### config.mk
export PLATFORM = sky130hd
export DESIGN_NAME = cidr_network_match_table_top
export DESIGN_NICKNAME = d
export VERILOG_FILES = /design/src/rtl/cnmt_pkg.sv /design/src/rtl/cnmt_entry_mem.sv /design/src/rtl/cidr_network_match_table_top.sv
export VERILOG_INCLUDE_DIRS = /design/src /design/src/rtl
export SDC_FILE = /design/constraint.sdc
export NUM_CORES = 2
export LEC_CHECK = 0
export BUFFER_PORTS_ARGS = -buffer_cell sky130_fd_sc_hd__buf_2
export CORE_MARGIN = 2
export CORE_UTILIZATION = 35
export DETAILED_ROUTE_END_ITERATION = 16
export GPL_TIMING_DRIVEN = 0
export PLACE_DENSITY_LB_ADDON = 0.12
export SYNTH_ARGS = -nofsm -noshare
export SYNTH_HDL_FRONTEND = slang
export SYNTH_SLANG_ARGS = --single-unit
### constraint.sdc
create_clock -name i_clk -period 7.3 [get_ports i_clk]
set_input_delay 1.095 -clock i_clk [delete_from_list [all_inputs] [get_ports i_clk]]
set_output_delay 1.095 -clock i_clk [all_outputs]
set_load 0.02 [all_outputs]
### src/rtl/cidr_network_match_table_top_assert.svh
// Assertion macros for the CIDR network match table.
`ifndef CIDR_NETWORK_MATCH_TABLE_TOP_ASSERT_SVH
`define CIDR_NETWORK_MATCH_TABLE_TOP_ASSERT_SVH

// Same-cycle implication, held off during reset.
`define CNMT_ASSERT_NOW(label, clk, rst_n, ante, cons, msg) \
    label: assert property (@(posedge clk) disable iff (!(rst_n)) \
        (ante) |-> (cons)) else $error(msg);

// Next-cycle implication, held off during reset.
`define CNMT_ASSERT_NEXT(label, clk, rst_n, ante, cons, msg) \
    label: assert property (@(posedge clk) disable iff (!(rst_n)) \
        (ante) |=> (cons)) else $error(msg);

`endif

### src/rtl/cnmt_pkg.sv
// ----------------------------------------------------------------------------
// cnmt_pkg
// Shared types, codes and helper functions for the CIDR network match table.
// ----------------------------------------------------------------------------
package cnmt_pkg;

    localparam int ADDR_W = 32;
    localparam int LEN_W  = 6;

    // Operation codes
    localparam logic OP_ADD    = 1'b0;
    localparam logic OP_LOOKUP = 1'b1;

    // Status codes
    localparam logic STATUS_OK   = 1'b0;
    localparam logic STATUS_FULL = 1'b1;

    typedef enum logic {
        ST_IDLE,
        ST_SCAN
    } t_state;

    typedef struct packed {
        logic [ADDR_W-1:0] network;
        logic [ADDR_W-1:0] mask;
    } t_entry;

    // Prefix length to mask; lengths above 32 saturate to all ones.
    function automatic logic [ADDR_W-1:0] mask_for_length(input logic [LEN_W-1:0] len);
        logic [LEN_W-1:0] sh;
        sh = LEN_W'(ADDR_W) - len;
        if (len == '0) begin
            mask_for_length = '0;
        end else if (len >= LEN_W'(ADDR_W)) begin
            mask_for_length = '1;
        end else begin
            mask_for_length = {ADDR_W{1'b1}} << sh;
        end
    endfunction

    // Network byte order to host order.
    function automatic logic [ADDR_W-1:0] swap_bytes(input logic [ADDR_W-1:0] v);
        swap_bytes = {v[7:0], v[15:8], v[23:16], v[31:24]};
    endfunction

endpackage

### src/rtl/cnmt_entry_mem.sv
// ----------------------------------------------------------------------------
// cnmt_entry_mem
// Entry store: one write port, one read port, registered read data.
// ----------------------------------------------------------------------------
module cnmt_entry_mem #(
    parameter int DEPTH = 16,
    parameter int IDX_W = 4
) (
    input  logic                i_clk,
    input  logic                i_wr_en,
    input  logic [IDX_W-1:0]    i_wr_idx,
    input  cnmt_pkg::t_entry    i_wr_entry,
    input  logic [IDX_W-1:0]    i_rd_idx,
    output cnmt_pkg::t_entry    o_rd_entry
);
    import cnmt_pkg::*;

    t_entry r_mem [DEPTH];
    t_entry r_rd_entry;

    always_ff @(posedge i_clk) begin
        if (i_wr_en) begin
            r_mem[i_wr_idx] <= i_wr_entry;
        end
        r_rd_entry <= r_mem[i_rd_idx];
    end

    assign o_rd_entry = r_rd_entry;

endmodule

### src/rtl/cidr_network_match_table_top.sv
// ----------------------------------------------------------------------------
// cidr_network_match_table_top
// List of IPv4 CIDR networks with add and membership lookup commands.
// ----------------------------------------------------------------------------
// Usage:
//  - Command channel: a word is taken on a rising edge with start high and
//    busy low. i_op selects add (host-order i_address, i_prefix_length) or
//    lookup (i_address in network byte order, byte-swapped internally).
//  - Result channel: o_valid pulses for one cycle with o_match and o_status.
//    The receiver cannot stall; every command yields exactly one result word.
//  - Add: result in the cycle after acceptance; busy stays low, so adds may be
//    issued every cycle. A full table returns status full and stores nothing.
//  - Lookup: the entries sit in a single-port-read RAM with registered read
//    data and are scanned one per cycle, stopping at the first hit. On an
//    empty table the result comes in the cycle after acceptance; otherwise
//    it comes once the scan ends at a hit or at the last entry. busy is high
//    while the scan runs.
//  - Reset (synchronous, active low) clears the entry count and the control
//    state; the RAM contents are not cleared, as only entries below the count
//    are ever read.
// ----------------------------------------------------------------------------
module cidr_network_match_table_top #(
    parameter int MAX_ENTRIES = 16
) (
    input  logic                        i_clk,
    input  logic                        i_rst_n,
    input  logic                        start,
    output logic                        busy,
    input  logic                        i_op,
    input  logic [cnmt_pkg::ADDR_W-1:0] i_address,
    input  logic [cnmt_pkg::LEN_W-1:0]  i_prefix_length,
    output logic                        o_valid,
    output logic                        o_match,
    output logic                        o_status
);
    import cnmt_pkg::*;

    localparam int IDX_W = (MAX_ENTRIES > 1) ? $clog2(MAX_ENTRIES) : 1;
    localparam int CNT_W = $clog2(MAX_ENTRIES + 1);

    t_state             r_state, n_state;
    logic [CNT_W-1:0]   r_count, n_count;
    logic [IDX_W-1:0]   r_idx,   n_idx;
    logic [ADDR_W-1:0]  r_host,  n_host;
    logic               r_valid, n_valid;
    logic               r_match, n_match;
    logic               r_status, n_status;

    logic               accept;
    logic               table_full;
    logic               wr_en;
    t_entry             wr_entry;
    logic [ADDR_W-1:0]  add_mask;
    logic [IDX_W-1:0]   rd_idx;
    t_entry             rd_entry;
    logic               hit;
    logic               last_entry;

    assign accept     = start && (r_state == ST_IDLE);
    assign table_full = (r_count == CNT_W'(MAX_ENTRIES));
    assign add_mask   = mask_for_length(i_prefix_length);
    assign wr_entry   = '{network: i_address & add_mask, mask: add_mask};

    // Entry under test arrived from the RAM this cycle.
    assign hit        = ((r_host & rd_entry.mask) == rd_entry.network);
    assign last_entry = ((CNT_W'(r_idx) + CNT_W'(1)) == r_count);

    cnmt_entry_mem #(
        .DEPTH (MAX_ENTRIES),
        .IDX_W (IDX_W)
    ) u_entry_mem (
        .i_clk      (i_clk),
        .i_wr_en    (wr_en),
        .i_wr_idx   (r_count[IDX_W-1:0]),
        .i_wr_entry (wr_entry),
        .i_rd_idx   (rd_idx),
        .o_rd_entry (rd_entry)
    );

    always_ff @(posedge i_clk) begin
        if (!i_rst_n) begin
            r_state <= ST_IDLE;
            r_count <= '0;
            r_valid <= 1'b0;
        end else begin
            r_state <= n_state;
            r_count <= n_count;
            r_valid <= n_valid;
        end
    end

    // Payload registers
    always_ff @(posedge i_clk) begin
        r_idx    <= n_idx;
        r_host   <= n_host;
        r_match  <= n_match;
        r_status <= n_status;
    end

    always_comb begin
        n_state  = r_state;
        n_count  = r_count;
        n_idx    = r_idx;
        n_host   = r_host;
        n_valid  = 1'b0;
        n_match  = r_match;
        n_status = r_status;
        wr_en    = 1'b0;
        rd_idx   = r_idx + IDX_W'(1);

        unique case (r_state)
            ST_IDLE: begin
                rd_idx = '0;
                if (accept) begin
                    if (i_op == OP_ADD) begin
                        n_valid = 1'b1;
                        n_match = 1'b0;
                        if (table_full) begin
                            n_status = STATUS_FULL;
                        end else begin
                            n_status = STATUS_OK;
                            wr_en    = 1'b1;
                            n_count  = r_count + CNT_W'(1);
                        end
                    end else begin
                        n_host   = swap_bytes(i_address);
                        n_idx    = '0;
                        n_status = STATUS_OK;
                        if (r_count == '0) begin
                            n_valid = 1'b1;
                            n_match = 1'b0;
                        end else begin
                            n_state = ST_SCAN;
                        end
                    end
                end
            end
            ST_SCAN: begin
                if (hit || last_entry) begin
                    n_valid = 1'b1;
                    n_match = hit;
                    n_state = ST_IDLE;
                end else begin
                    n_idx = r_idx + IDX_W'(1);
                end
            end
            default: begin
                n_state = ST_IDLE;
            end
        endcase
    end

    assign busy     = (r_state != ST_IDLE);
    assign o_valid  = r_valid;
    assign o_match  = r_match;
    assign o_status = r_status;

`include "cidr_network_match_table_top_assert.svh"

    `CNMT_ASSERT_NEXT(a_add_result, i_clk, i_rst_n, accept && (i_op == OP_ADD), o_valid, "add without result")
    `CNMT_ASSERT_NOW(a_count_range, i_clk, i_rst_n, 1'b1, r_count <= CNT_W'(MAX_ENTRIES), "entry count overflow")
    `CNMT_ASSERT_NOW(a_result_idle, i_clk, i_rst_n, o_valid, !busy, "result while scan still running")
    `CNMT_ASSERT_NOW(a_full_no_match, i_clk, i_rst_n, o_valid && o_status, !o_match, "full status with match")

endmodule

==> key figures <==
Status
  – Outcome: completed

Power
  – Pwr per Cell Area: 275.0 mW/mm^2
  – Clk network pwr share: 0.433
  – Logic pwr share: 0.056
  – P_sw: 3.157 mW
  – Int Power: 11.14 mW
  – Worst vdd ir: 167.6 uV
  – Leakage: 16.77 nW
  – Net Sw Frac: 0.2208
  – Proportion of power drawn by flip-flops and latches: 0.511

Floorplanning
  – Core Region: 0.1257 sq mm
  – Die area: 0.1295 sq mm
  – Die Span Y: 359.9 microns
  – Die width: 359.9 microns
  – Row count: 130
  – Initial Utilization: 0.3526
  – I/O pin cnt: 46

Finish
  – Area Overhead vs Synth: 17.28%
  – Antenna Cells: 0
  – Area of the multi-input gates: 0.01033 sq mm
  – Fin cells: 4673
  – Reg area: 0.03331 sq mm
  – Filler instances: 11240
  – Nets: 2970
  – Layout cells sized above 1: 0.1532

Critical path
  – CP startpoint: r_idx[0]
  – Worst r2r src: r_idx[0]
  – Critical path data required time: 7.84 ns
  – R2R Path End: u_entry_mem.o_rd_entry[61]
  – Reg2Reg Depth: 8
  – CP Class: flip-flop to flip-flop
  – Worst endpoint data arrival time: 4.78 ns
  – Crit path max fanout: 10
  – R2R setup slack: 3.07 ns
  – Setup crit start kind: flip-flop
  – Critical Path Sink Type: flip-flop

Hold path
  – Hold depth: 1
  – Hold Crit Class: input port to flip-flop
  – Hold Path End: r_host[17]
  – Hold Startpoint: i_address[9]

Logic synthesis
  – Post-synth ARST share: 0
  – Top post-synthesis cells by area: edfxtp_1 72%, mux2i_1 5.8%, mux4_2 3.3%
  – Register area share after synthesis: 0.7514
  – Top cell type's share of synthesized area: 0.7193
  – Top FF cell, synth: edfxtp_1
  – Synthesized area: 0.04434 sq mm
  – Post-synth top area cell: edfxtp_1
  – Most common cell in the netlist: edfxtp_1
  – Mapped Avg Cell Area: 16.61 sq um
  – Synth warn: 0
  – Syn_nets: 2720
  – Post-synth top cells: 1062 x edfxtp_1, 272 x nand2_1, 256 x mux2i_1
  – Mapped Cells: 2669
  – Distinct cells, synth: 47
  – Register bit total from synthesis: 1133
  – Post-synth EDFFs: 1062

CTS
  – Clock Latency Late Sink: 0.72 ns
  – Setup Buffers After CTS: 0
  – Resized cells post-CTS: 0
  – H-tree Lvls: 3
  – Clock slew at reported path FFs: 0.06 ns
  – CTS tree: done
  – Root buffer cell: clkbuf_16
  – Longest Clk Path Bufs: 3
  – Clock buffer count from CTS: 121
  – CTS sink count: 1133
  – CTS Hold Bufs: 0

Global routing
  – Grt ovf: 0
  – Initial antenna violation count: 12
  – Global-route wire length before repair: 189.6 mm
  – Total track usage: 0.2053
  – Vias in the first global route: 24910
  – Largest net degree at the start of global routing: 31

Drt
  – Drt pass-1 iters: 7
  – DR WL/cell: 28.67 microns
  – Drc violations: 0
  – DR vias: 25200
  – Drt via density: 5.393
  – Total Wirelength: 134.0 mm
  – Initial DRC count: 2755
  – Post-DRT Antenna Nets: 0

Timing
  – Slew headroom: 0.08792
  – Fin crit period: 4.232 ns
  – RSZ-0062 raised after global routing: false
  – Peak Freq: 236.3 MHz
  – Slew Viols, Final: 0
  – Period utilization: 0.5797
  – Hold slack: 0.5522 ns
  – Setup ws final: 3.068 ns
  – Clk_skew: 0.02078 ns
  – Slew @ Worst Pin: 1.368 ns
  – Final hold vios: 0
  – Setup violators final: 0

Placed design
  – Placed insts: 4444
  – Gp weighted congestion: 0.8848
  – Pre-CTS setup slack: 2.800 ns
  – Hpwl dp: 94.55 mm
  – I/O Buffers: 44

Flow run
  – Max_cap viols: 0
## power groups by stage
stage / clock network, mW / registers, mW / logic, mW
6_report: 6.19 / 7.31 / 0.796
5_1_grt: 6.56 / 7.31 / 0.850
4_1_cts: 6.31 / 7.31 / 0.793
3_5_place_dp: 0 / 7.45 / 0.789
3_3_place_gp: 0 / 7.46 / 0.741
2_1_floorplan: 0 / 7.41 / 0.426
## sequential cells by signal, indices dropped and copies added (netlist names)
signal,count
r_host,32
u_entry_mem.o_rd_entry,64
o_status,1
o_match,1
r_idx,4
o_valid,1
busy,1
r_count,5
u_entry_mem.r_mem,1024
## layout by cell type, fill, tap and decap left out, types with 5 or more instances in the layout
cell type,n
buf_12,31
nor2_4,12
xnor2_1,6
a21oi_2,9
nand2b_1,6
o22a_1,8
a21o_1,10
buf_4,25
buf_2,80
o21ai_1,10
nor3_2,5
nor3_1,66
clkinv_1,21
clkbuf_1,126
clkbuf_16,125
bufinv_16,13
and3_1,17
edfxtp_1,1062
and2_1,29
nand3_1,11
o21ai_0,6
a211oi_1,139
nand4_1,5
clkinv_2,26
clkbuf_8,10
inv_1,21
a21oi_1,99
a21boi_0,8
mux4_2,64
nand2_1,272
a311oi_1,128
mux2i_1,256
nor2_1,10
ha_1,9
dfxtp_1,71
nor2b_1,132
buf_8,5
and3b_1,8
buf_6,39
## cell type report
type	count	area share
plain buffers	162	0.01470
clock buffers	160	0.06461
clock inverters	67	0.01263
inverters	23	0.001660
multi-input cells	1351	0.1987
flip-flops and latches	1133	0.6407
well taps	1650	0.03971
repair buffers	127	0.02726
## critical path: stages (launching register included)
cell	delay (ns)
edfxtp_1	0.39
ha_1	0.35
nand2_1	0.43
clkbuf_1	0.82
clkbuf_1	0.89
a211oi_1	0.10
a311oi_1	0.34
nor3_1	0.07
a21oi_1	0.63
## layer usage
metal,track usage,routed length (microns),up-vias
met2,0.3180,60800,935
met5,0,23,-
met3,0.03778,9359,161
met4,0.05215,2732,4
met1,0.2977,61060,13100
li1,-,-,11010
## stage by stage
step / TNS, ns / utilization / power (mW) / cell area, sq um
after floorplan: 0 / - / 7.835 / 44340
after global placement: -2077.26 / 0.3708 / 8.204 / 46620
after detailed placement: 0 / 0.3814 / 8.237 / 47950
after CTS: 0 / 0.4133 / 14.42 / 51970
after global routing: 0 / 0.4135 / 14.73 / 51990
final: 0 / 0.4135 / 14.30 / 51990
## cells by family after synthesis
logic type / after synthesis / synth area share
flip-flops: 1133 / 0.7514
XOR/XNOR: 10 / 0.002286
buffers and inverters: 185 / 0.01913
AND/OR/NAND/NOR: 582 / 0.06412
multiplexers: 320 / 0.09031
AO/OA/AOI/OAI: 430 / 0.07024
adder cells (fa/ha/maj): 9 / 0.002540
## how the worst max path moves through the flow
| stage | to | slack (ns) | cells past startpoint |
|---|---|---|---|
| 2_1_floorplan | u_entry_mem.r_mem[1][0] | 0.59 | 4 |
| 3_3_place_gp | u_entry_mem.r_mem[1][10] | -4.37 | 5 |
| 3_5_place_dp | u_entry_mem.r_mem[12][46] | 2.80 | 8 |
| 4_1_cts | u_entry_mem.o_rd_entry[61] | 3.09 | 8 |
| 5_1_grt | u_entry_mem.o_rd_entry[61] | 2.98 | 8 |
| 6_report | u_entry_mem.o_rd_entry[61] | 3.07 | 8 |
Power figures use the tool's default switching activity.
